File: src/rtl/core/lruc_pkg.sv
// Shared types and constants for the LRU key-value cache core.
// Used by lru_key_value_cache_core; has no dependencies of its own.
package lruc_pkg;

  localparam int unsigned ENTRIES_DEFAULT = 16;
  localparam int unsigned KEY_W           = 32;
  localparam int unsigned VAL_W           = 32;
  localparam int unsigned CAP_W           = 5;
  localparam logic [CAP_W-1:0] CAP_RESET  = 5'd16;

  typedef enum logic {
    ACT_GET = 1'b0,
    ACT_PUT = 1'b1
  } action_e;

  typedef struct packed {
    action_e                  action;
    logic signed [KEY_W-1:0]  key;
    logic signed [VAL_W-1:0]  value;
  } req_t;

  typedef struct packed {
    logic                     hit;
    logic signed [VAL_W-1:0]  read_value;
  } rsp_t;

endpackage

File: src/rtl/core/lruc_ram.sv
// Simple dual-port synchronous RAM holding the cache entries.
// One write and one registered read per cycle; no package dependencies.
module lruc_ram #(
  parameter int unsigned DEPTH = 16,
  parameter int unsigned WIDTH = 8,
  localparam int unsigned AddrW = (DEPTH > 1) ? $clog2(DEPTH) : 1
) (
  input  logic             clk_i,
  input  logic             we_i,
  input  logic [AddrW-1:0] waddr_i,
  input  logic [WIDTH-1:0] wdata_i,
  input  logic [AddrW-1:0] raddr_i,
  output logic [WIDTH-1:0] rdata_o
);

  logic [WIDTH-1:0] mem_q [DEPTH];
  logic [WIDTH-1:0] rdata_q;

  always_ff @(posedge clk_i) begin
    if (we_i) begin
      mem_q[waddr_i] <= wdata_i;
    end
    rdata_q <= mem_q[raddr_i];
  end

  assign rdata_o = rdata_q;

endmodule

File: src/rtl/core/lru_key_value_cache_core.sv
// Top level of the fully associative LRU key-value cache.
// Depends on lruc_pkg for the request and response types and on lruc_ram for storage.
//
// An item is taken when start is high and busy is low; busy then stays high until the
// item is finished. Keys, values and recency ranks live in one RAM with a registered read,
// so every item walks all ENTRIES entries through that single read port: a search pass
// and a decision state, followed for a hit or a put by a read-modify-write pass. A get
// that misses returns to idle after the decision state; any other item goes on to the
// read-modify-write pass. A get produces its result on rsp_o for exactly one cycle with
// rsp_strobe_o high, in the cycle after the decision cycle; the receiver cannot hold it
// off, and a put produces no transfer. Capacity writes are taken at any edge with
// cfg_we_i high and should be made while idle.
module lru_key_value_cache_core #(
  parameter int unsigned ENTRIES = lruc_pkg::ENTRIES_DEFAULT
) (
  input  logic                     clk_i,
  input  logic                     rst_ni,
  input  logic                     start,
  output logic                     busy,
  input  lruc_pkg::req_t           req_i,
  output logic                     rsp_strobe_o,
  output lruc_pkg::rsp_t           rsp_o,
  input  logic                     cfg_we_i,
  input  logic [lruc_pkg::CAP_W-1:0] cfg_wdata_i
);

  import lruc_pkg::*;

  localparam int unsigned IDX_W = (ENTRIES > 1) ? $clog2(ENTRIES) : 1;
  localparam int unsigned CNT_W = $clog2(ENTRIES + 1);

  typedef struct packed {
    logic [IDX_W-1:0] rank;
    logic [KEY_W-1:0] key;
    logic [VAL_W-1:0] value;
  } entry_t;

  typedef enum logic [1:0] {
    ST_IDLE,
    ST_SCAN,
    ST_DECIDE,
    ST_UPDATE
  } state_e;

  state_e             state_q;
  logic [CNT_W-1:0]   cnt_q;
  logic [IDX_W-1:0]   pos_q;
  req_t               req_q;
  logic               found_q;
  logic [IDX_W-1:0]   match_q;
  logic [IDX_W-1:0]   mrank_q;
  logic [VAL_W-1:0]   hval_q;
  logic               slot_found_q;
  logic [IDX_W-1:0]   slot_q;
  logic               evict_q;
  logic [CNT_W-1:0]   occ_q;
  logic [CAP_W-1:0]   cap_q;
  logic [ENTRIES-1:0] valid_q;
  logic               rsp_strobe_q;
  rsp_t               rsp_q;

  logic [CNT_W-1:0]   cap_eff;
  logic [CNT_W-1:0]   thr;
  logic               proc;
  logic               last;
  logic [IDX_W-1:0]   rd_addr;
  logic [$bits(entry_t)-1:0] rd_data;
  entry_t             rd_ent;
  logic               ent_valid;
  logic               aged;
  logic               scan_match;
  logic               scan_free;
  logic               is_put;
  logic               insert;
  logic               mem_we;
  entry_t             wr_ent;
  logic               vset;
  logic               vclr;

  always_comb begin
    if (cap_q == '0) begin
      cap_eff = CNT_W'(1);
    end else if (int'(cap_q) > int'(ENTRIES)) begin
      cap_eff = CNT_W'(ENTRIES);
    end else begin
      cap_eff = CNT_W'(cap_q);
    end
  end

  assign thr        = cap_eff - CNT_W'(1);
  assign proc       = (cnt_q != '0);
  assign last       = (cnt_q == CNT_W'(ENTRIES));
  assign rd_addr    = last ? '0 : cnt_q[IDX_W-1:0];
  assign rd_ent     = entry_t'(rd_data);
  assign ent_valid  = valid_q[pos_q];
  assign aged       = ent_valid && evict_q && (CNT_W'(rd_ent.rank) >= thr);
  assign scan_match = ent_valid && (rd_ent.key == req_q.key);
  assign scan_free  = !ent_valid || aged;
  assign is_put     = (req_q.action == ACT_PUT);
  assign insert     = is_put && !found_q;

  always_comb begin
    mem_we = 1'b0;
    wr_ent = rd_ent;
    vset   = 1'b0;
    vclr   = 1'b0;
    if ((state_q == ST_UPDATE) && proc) begin
      if (found_q) begin
        if (ent_valid) begin
          mem_we = 1'b1;
          if (pos_q == match_q) begin
            wr_ent.rank = '0;
            if (is_put) begin
              wr_ent.value = req_q.value;
            end
          end else if (rd_ent.rank < mrank_q) begin
            wr_ent.rank = rd_ent.rank + IDX_W'(1);
          end
        end
      end else if (pos_q == slot_q) begin
        mem_we       = 1'b1;
        wr_ent.rank  = '0;
        wr_ent.key   = req_q.key;
        wr_ent.value = req_q.value;
        vset         = 1'b1;
      end else if (ent_valid) begin
        if (aged) begin
          vclr = 1'b1;
        end else begin
          mem_we      = 1'b1;
          wr_ent.rank = rd_ent.rank + IDX_W'(1);
        end
      end
    end
  end

  lruc_ram #(
    .DEPTH (ENTRIES),
    .WIDTH ($bits(entry_t))
  ) u_ram (
    .clk_i   (clk_i),
    .we_i    (mem_we),
    .waddr_i (pos_q),
    .wdata_i (wr_ent),
    .raddr_i (rd_addr),
    .rdata_o (rd_data)
  );

  always_ff @(posedge clk_i) begin
    if ((state_q == ST_IDLE) && start) begin
      req_q <= req_i;
    end
  end

  always_ff @(posedge clk_i or negedge rst_ni) begin
    if (!rst_ni) begin
      state_q      <= ST_IDLE;
      cnt_q        <= '0;
      pos_q        <= '0;
      found_q      <= 1'b0;
      match_q      <= '0;
      mrank_q      <= '0;
      hval_q       <= '0;
      slot_found_q <= 1'b0;
      slot_q       <= '0;
      evict_q      <= 1'b0;
      occ_q        <= '0;
      cap_q        <= CAP_RESET;
      valid_q      <= '0;
      rsp_strobe_q <= 1'b0;
      rsp_q        <= '0;
    end else begin
      if (cfg_we_i) begin
        cap_q <= cfg_wdata_i;
      end
      rsp_strobe_q <= 1'b0;
      pos_q        <= cnt_q[IDX_W-1:0];
      case (state_q)
        ST_IDLE: begin
          if (start) begin
            state_q      <= ST_SCAN;
            cnt_q        <= '0;
            found_q      <= 1'b0;
            slot_found_q <= 1'b0;
            evict_q      <= (req_i.action == ACT_PUT) && (occ_q >= cap_eff);
          end
        end
        ST_SCAN: begin
          if (proc) begin
            if (scan_match && !found_q) begin
              found_q <= 1'b1;
              match_q <= pos_q;
              mrank_q <= rd_ent.rank;
              hval_q  <= rd_ent.value;
            end
            if (scan_free && !slot_found_q) begin
              slot_found_q <= 1'b1;
              slot_q       <= pos_q;
            end
          end
          if (last) begin
            state_q <= ST_DECIDE;
            cnt_q   <= '0;
          end else begin
            cnt_q <= cnt_q + CNT_W'(1);
          end
        end
        ST_DECIDE: begin
          cnt_q <= '0;
          if (!is_put) begin
            rsp_strobe_q     <= 1'b1;
            rsp_q.hit        <= found_q;
            rsp_q.read_value <= found_q ? hval_q : '0;
          end
          if (!is_put && !found_q) begin
            state_q <= ST_IDLE;
          end else begin
            state_q <= ST_UPDATE;
          end
        end
        ST_UPDATE: begin
          if (vset) begin
            valid_q[pos_q] <= 1'b1;
          end
          if (vclr) begin
            valid_q[pos_q] <= 1'b0;
          end
          if (last) begin
            state_q <= ST_IDLE;
            cnt_q   <= '0;
            if (insert) begin
              occ_q <= evict_q ? cap_eff : (occ_q + CNT_W'(1));
            end
          end else begin
            cnt_q <= cnt_q + CNT_W'(1);
          end
        end
        default: begin
          state_q <= ST_IDLE;
        end
      endcase
    end
  end

  assign busy         = (state_q != ST_IDLE);
  assign rsp_strobe_o = rsp_strobe_q;
  assign rsp_o        = rsp_q;

`ifndef NO_ASSERTIONS
  a_occ_matches_valid: assert property (@(posedge clk_i) disable iff (!rst_ni)
    (state_q == ST_IDLE) |-> ($countones(valid_q) == int'(occ_q)))
    else $error("Occupancy does not match the number of valid entries.");

  a_scan_read_only: assert property (@(posedge clk_i) disable iff (!rst_ni)
    (state_q == ST_SCAN) |-> !mem_we)
    else $error("Entry RAM written during the search pass.");

  a_insert_has_slot: assert property (@(posedge clk_i) disable iff (!rst_ni)
    ((state_q == ST_UPDATE) && insert) |-> slot_found_q)
    else $error("Insert reached the update pass without a free slot.");

  a_rsp_single_cycle: assert property (@(posedge clk_i) disable iff (!rst_ni)
    rsp_strobe_q |=> !rsp_strobe_q)
    else $error("Result transfer held for more than one cycle.");

  a_rsp_only_for_get: assert property (@(posedge clk_i) disable iff (!rst_ni)
    rsp_strobe_q |-> (req_q.action == ACT_GET))
    else $error("Result transfer issued for a put.");
`endif

endmodule

File: config.mk
export PLATFORM = sky130hd
export DESIGN_NAME = lru_key_value_cache_core
export DESIGN_NICKNAME = d
export VERILOG_FILES = /design/src/rtl/core/lruc_pkg.sv /design/src/rtl/core/lruc_ram.sv /design/src/rtl/core/lru_key_value_cache_core.sv
export SDC_FILE = /design/constraint.sdc
export NUM_CORES = 1
export LEC_CHECK = 0
export ABC_AREA = 1
export BUFFER_PORTS_ARGS = -buffer_cell sky130_fd_sc_hd__buf_2
export CAP_MARGIN = 5
export CORE_ASPECT_RATIO = 0.5
export CORE_MARGIN = 2
export CORE_UTILIZATION = 50
export CTS_CLUSTER_DIAMETER = 200
export DETAILED_ROUTE_END_ITERATION = 7
export GPL_ROUTABILITY_DRIVEN = 0
export PLACE_DENSITY = 0.67
export SLEW_MARGIN = 5
export SYNTH_ARGS = -nofsm -noshare
export SYNTH_HDL_FRONTEND = slang
export SYNTH_SLANG_ARGS = --single-unit
File: constraint.sdc
create_clock -name clk_i -period 7.6 [get_ports clk_i]
set_input_delay 1.52 -clock clk_i [delete_from_list [all_inputs] [get_ports clk_i]]
set_output_delay 1.52 -clock clk_i [all_outputs]
set_load 0.005 [all_outputs]
# ---- After elaboration in Yosys (flattened, before gate mapping)
# Memories as Yosys holds them, arrays and structs flattened. A register that Yosys moved wholly into a read port is not among the register bits.
# Index checks and enable logic that the tools add are counted.
dict set report word_totals {
  ff_bits 183
  n_memories 1
  out_inout_bits 35
  mem_bits_ro 0
  latchBits 0
  elab_cells 136
  ramBits 1088
}
# name depth word_bits read_ports rd_clocked_by_memory_dff wr line
set mem_list {}
lappend mem_list {u_ram.mem_q 16 68 1 1 1 lruc_ram.sv:16} ;# logic [WIDTH-1:0] mem_q [DEPTH];
dict set report op_classes {
  div 0
  n_mux 59
  add_sub_neg 4
  multipliers 0
  reduce_logical 30
  eq_ne 13
  magnitude_cmp 6
  n_bitwise 4
  n_shift 0
}
# operator n
set ops {}
lappend ops {{$mux 32} 6}
lappend ops {{$mux 68} 1}
lappend ops {{$mux 64} 1}
lappend ops {{$mux 16} 3}
lappend ops {{$eq 32x32->1} 1}
lappend ops {{$mux 4} 8}
lappend ops {{$mux 1} 25}
lappend ops {{$mux 5} 5}
lappend ops {{$and 16x16->16} 1}
lappend ops {{$not 16->16} 1}
lappend ops {{$or 16x16->16} 1}
lappend ops {{$pmux 5 s3} 1}
lappend ops {{$ne 2x2->1 const B} 6}
lappend ops {{$reduce_and 3->1} 4}
lappend ops {{$logic_and 1x1->1} 11}
lappend ops {{$add 5x1->5 const B} 2}
lappend ops {{$eq 4x4->1} 2}
lappend ops {{$mux 2} 4}
lappend ops {{$pmux 2 s4} 1}
lappend ops {{$reduce_and 4->1} 2}
lappend ops {{$eq 5x5->1 const B} 1}
lappend ops {{$ge 4x5->1} 1}
lappend ops {{$ge 5x5->1} 1}
lappend ops {{$gt 5x5->1 const B} 1}
lappend ops {{19 further kinds} 26}

# ---- Logic depth before layout (Yosys ltp)
dict set report depth {
  ltp_word 13
  depth_mapped 17
}

# ---- By module
# Synthesis repeated with hierarchy kept, for this count alone.
dict set report unflattened {
  hier_cells 5626
  hier_area_um2 57325.0
}
# module seq_area_each_um2 cells_per_inst n_inst area_each_um2
set by_module_without_submodules {}
lappend by_module_without_submodules {lruc_ram 34032.6 4474 1 47830.9}
lappend by_module_without_submodules {lru_key_value_cache_core 4906.0 1152 1 9494.1}

# ---- Worst setup path after synthesis
# Ideal clock, no wire load.
dict set report synth_path {
  path_type {register to register}
  from {register cap_q[2]}
  to {memory u_ram.mem_q[11][0] in the netlist's numbering (enable)}
  path_stages_with_launch 16
  n_path_buf 1
  setup_ps 494
  arrival_time_ps 5277
  slack_ps 1829
  cell_sequence {dfrtp_1 -> nor2_1 -> nand2_1 -> o21ai_0 -> nand2_1 -> ha_1 -> xor2_1 -> ha_1 -> nand2_1 -> nand2_1 -> a21oi_1 -> o21ai_2 -> nand3_1 -> o211ai_2 -> buf_2 -> nor2_1}
}
dict set report synth_via {
  elab_chain_len 13
}
# element line
set synth_rtl {}
lappend synth_rtl {{start, declared} lru_key_value_cache_core.sv:57} ;# logic [CAP_W-1:0] cap_q;
lappend synth_rtl {{start signal, assigned} lru_key_value_cache_core.sv:174} ;# cap_q <= cfg_wdata_i;
lappend synth_rtl {{$gt 5x5->1} lru_key_value_cache_core.sv:83} ;# end else if (int'(cap_q) > int'(ENTRIES)) begin
lappend synth_rtl {{$mux 5} lru_key_value_cache_core.sv:83}
lappend synth_rtl {{$mux 5 (*)} lru_key_value_cache_core.sv:81} ;# if (cap_q == '0) begin
lappend synth_rtl {{$sub 5x1->5 (*)} lru_key_value_cache_core.sv:90} ;# assign thr = cap_eff - CNT_W'(1);
lappend synth_rtl {{$ge 4x5->1 (*)} lru_key_value_cache_core.sv:96} ;# assign aged = ent_valid && evict_q && (CNT_W'(rd_ent.rank) >= thr);
lappend synth_rtl {{$logic_and 1x1->1 (*)} lru_key_value_cache_core.sv:96}
lappend synth_rtl {{$mux 1 (*)} lru_key_value_cache_core.sv:127} ;# if (aged) begin
lappend synth_rtl {{$mux 1 (*)} lru_key_value_cache_core.sv:126} ;# end else if (ent_valid) begin
lappend synth_rtl {{$mux 1 (*)} lru_key_value_cache_core.sv:120} ;# end else if (pos_q == slot_q) begin
lappend synth_rtl {{$mux 1 (*)} lru_key_value_cache_core.sv:108} ;# if (found_q) begin
lappend synth_rtl {{$mux 1 (*)} lru_key_value_cache_core.sv:107} ;# if ((state_q == ST_UPDATE) && proc) begin
lappend synth_rtl {{$mux 1 (*)} lruc_ram.sv:20} ;# if (we_i) begin
lappend synth_rtl {{$mux 1 (implied by the code) (*)} lruc_ram.sv:21} ;# mem_q[waddr_i] <= wdata_i;
lappend synth_rtl {{end, declared} lruc_ram.sv:16}
# Every way passes the cells marked *; elsewhere a longest branch is shown, timed or not.

# ---- Worst setup path after layout
dict set report layout_path {
  from {register cnt_q[0]}
  to {memory u_ram.mem_q[14][20] in the netlist's numbering (enable)}
}
dict set report layout_via {
  elab_chain_len 5
}
# element line
set layout_rtl {}
lappend layout_rtl {{start, declared} lru_key_value_cache_core.sv:46} ;# logic [CNT_W-1:0] cnt_q;
lappend layout_rtl {{start signal, assigned} lru_key_value_cache_core.sv:205} ;# cnt_q <= cnt_q + CNT_W'(1);
lappend layout_rtl {{start signal, assigned} lru_key_value_cache_core.sv:235} ;# cnt_q <= cnt_q + CNT_W'(1);
lappend layout_rtl {{$reduce_bool 5->1} lru_key_value_cache_core.sv:91} ;# assign proc = (cnt_q != '0);
lappend layout_rtl {{$logic_and 1x1->1} lru_key_value_cache_core.sv:107}
lappend layout_rtl {{$mux 1} lru_key_value_cache_core.sv:107}
lappend layout_rtl {{$mux 1} lruc_ram.sv:20}
lappend layout_rtl {{$mux 1 (implied by the code)} lruc_ram.sv:21}
# No other way between the ends.

==> run summary <==
CTS HTree Levels: 3
Initial DRC count: 4,316
Root Buffer: clkbuf_16
FF-to-FF setup slack: 2180 ps
Die height: 233 um
Crit path time final: 5420 ps
R2R depth: 10
Number of global-route vias before repair: 33.1k
Crit-path max FO: 65
Critical Path RT: 7960 ps
Clock-pin slew on the worst setup and hold paths: 60 ps
Die area: 108,000 um^2
Fin. max-slew vios: 0
Final HPWL DP: 72.2 mm
Setup bufs post-CTS: 0
Antenna violations before repair: 3
Aggregate negative setup slack: 0 ps
First-pass GRT wire length: 207 mm
Share of cells above drive strength 1: 0.103
Area share of the largest cell type after synthesis: 0.661
Post-route antenna net violation count: 0
WHS Endpoint: hval_q[14]$_DFFE_PN0P_
GRT Residual Overflow: 0
Drt pass-1 iters: 6
Critical path endpoint category: flip-flop
Status: completed
Synthesized area: 52,400 um^2
CTS tree: done
Count leader, synth: edfxtp_1
CP most frequent cell: inv_1
PD cells: 418 nW/um^2
Max Clk Rate: 185 MHz
Final period utilization: 0.713
Vias: 34.5k
Total GRT Usage: 0.255
Seq/Total Area, Yosys: 0.743
Die X: 462 um
LEAKAGE: 20.3 nW
Post-synthesis instance total: 4,082
Clk_lat worst skew: 740 ps
Initial Util: 0.508
PostCTS Resize Cnt: 0
Flop pwr share: 0.434
Via density: 6.13
Critical path cell sequence: inv_1 -> ha_1 -> inv_1 -> nor2_4 -> nand3_4 -> nand2_1 -> inv_1 -> o211ai_4 -> nor2_4 -> buf_4
CP Class: flip-flop to flip-flop
Number of synthesized register bits: 1,339
Layout Skew: 20.7 ps
Port buffer count: 108
Synthesized Nets: 4,173
Gate power share: 0.320
Max rail drop VDD: 391 uV
Hold Startpoint: u_ram.rdata_o[14]$_DFF_P_
RSZ-0062 raised after global routing: no
P_int: 15.3 mW
Synth top area cells: edfxtp_1 (66%), dfrtp_1 (5.6%), o21ai_0 (4.8%)
CTS max path bufs: 3
Asr flop ratio synth: 0.0881
WL final: 138 mm
Sw frac: 0.373
Post-synth EDFFs: 1,153
Ports: 109
Prevailing post-synth register cell: edfxtp_1
FF-to-FF End: u_ram.mem_q[14][20]$_DFFE_PP_
Syn avg cell area: 12.8 um^2
Layout overhead on the synthesized area: 11.5%
Most common library cells after synthesis: edfxtp_1 (1,153), o21ai_0 (507), nand2_1 (504), nor2_1 (500), nand3_1 (252)
Post-layout util: 0.566
Layout Nets: 4,220
Crit Reg-Reg Startpoint: cnt_q[0]$_DFFE_PN0P_
Worst path arrival time: 5780 ps
YS warnings: 0
CP peak stage delay: 950 ps
Worst Hold Class: flip-flop to flip-flop
CP max stage cell: dfrtp_4
Synth area leader: edfxtp_1
Routed len/inst: 24.4 um
WHS Path Cells: 2
Clock buffer count from CTS: 115
Final Hold Fails: 0
Number of max-cap violations: 0
Critical Path Start Type: flip-flop
Tightest Pin Transition: 1250 ps
# clock sinks: 1,339
Final setup vio count: 0
Rows: 83
CORE AREA: 103,000 um^2
Max-slew headroom: 0.163
Sw Pwr: 9.11 mW
Drt drc: 0
Clock share of power: 0.246
Pin count of the biggest net entering global routing: 203
Distinct cells, synth: 50
CTS hold repair buffers: 0
==> per-layer routing <==
metal	part of all wire	track usage	vias to the layer above
li1	-	-	15200
met3	0.11	0.0507	225
met2	0.45	0.390	1870
met4	0.021	0.0641	2
met5	0.000051	0	-
met1	0.42	0.376	17300
==> cell families (layout without fill, tap and decap cells) <==
kind of cell,after synthesis,in the layout,share of synthesized area
flops,1339,1339,0.743
fa+ha+maj,17,17,0.00406
simple gates,1350,1350,0.108
xor+xnor,27,27,0.00451
buf+inv,425,573,0.0326
other cells,0,1,0
compound gates,921,921,0.107
mux,3,3,0.000644
==> cells in the final DEF (no fill, tap or decap), types with 11 or more instances in the layout <==
cell type	instances
edfxtp_1	1153
nand2_1	503
o21ai_0	500
nor2_1	482
nand3_1	252
o221ai_1	195
inv_1	144
o22ai_1	140
dfrtp_1	115
clkbuf_16	115
buf_2	107
buf_4	86
dfxtp_1	68
nand4_1	50
clkbuf_1	37
a21oi_1	36
nor2_4	20
ha_1	17
a41oi_1	16
clkbuf_8	16
clkinv_2	15
xnor2_1	15
or2_2	14
o21ai_1	13
xor2_1	12
nor3_1	11
==> worst max path at each step <==
stage,start,end,depth (start not counted)
after floorplan,cap_q[2]$_DFFE_PN0P_,u_ram.mem_q[11][0]$_DFFE_PP_,15
after global placement,cnt_q[0]$_DFFE_PN0P_,u_ram.mem_q[6][60]$_DFFE_PP_,10
after detailed placement,cnt_q[0]$_DFFE_PN0P_,u_ram.mem_q[14][15]$_DFFE_PP_,10
after CTS,cnt_q[0]$_DFFE_PN0P_,u_ram.mem_q[14][28]$_DFFE_PP_,10
after global routing,cnt_q[0]$_DFFE_PN0P_,u_ram.mem_q[7][52]$_DFFE_PP_,10
final,cnt_q[0]$_DFFE_PN0P_,u_ram.mem_q[14][20]$_DFFE_PP_,10
==> flip-flops by register name, indices dropped and copies added (netlist names), 16 cells and up <==
signal         flops
u_ram.rdata_o     68
valid_q           16
u_ram.mem_q     1088
req_q             64
rsp_o             33
hval_q            32
==> final cells by class <==
cell class | instances | area, um^2
timing repair buffer | 202 | 1360
sequential | 1339 | 38900
antenna | 1 | 2.50
fill | 8158 | 44800
clock buffer | 168 | 3240
clock inverter | 50 | 608
multi-input combinational | 2318 | 11900
inverter | 153 | 592
tap | 1402 | 1750
==> power groups by stage <==
stage | Clock, mW | Combinational [mW] | Sequential, mW
finish | 6.02 | 7.82 | 10.6
global route | 6.37 | 8.55 | 10.6
CTS | 6.08 | 7.71 | 10.6
detailed placement | 0 | 7.66 | 10.7
global placement | 0 | 7.46 | 10.7
floorplan | 0 | 5.08 | 10.4
==> critical path, delay by kind of cell (launching register included) <==
family	cells	cell delay (ps)
and+or+nand+nor	4	1660
adders and majority gates	1	370
AOI/OAI and AO/OA	1	410
buffers and inverters	4	1590
DFF	1	950
==> per-stage QoR <==
step	instances	worst slack, ps	power (mW)	hold WS (ps)	area [um^2]
after floorplan	4082	1830	15.5	416	52400
after global placement	5414	2340	18.2	455	54600
after detailed placement	5414	2250	18.4	460	54600
after CTS	5632	2230	24.4	475	58400
after global routing	5632	1950	25.6	499	58400
final	5633	2180	24.4	470	58400
(Power assumes the default switching activity.)
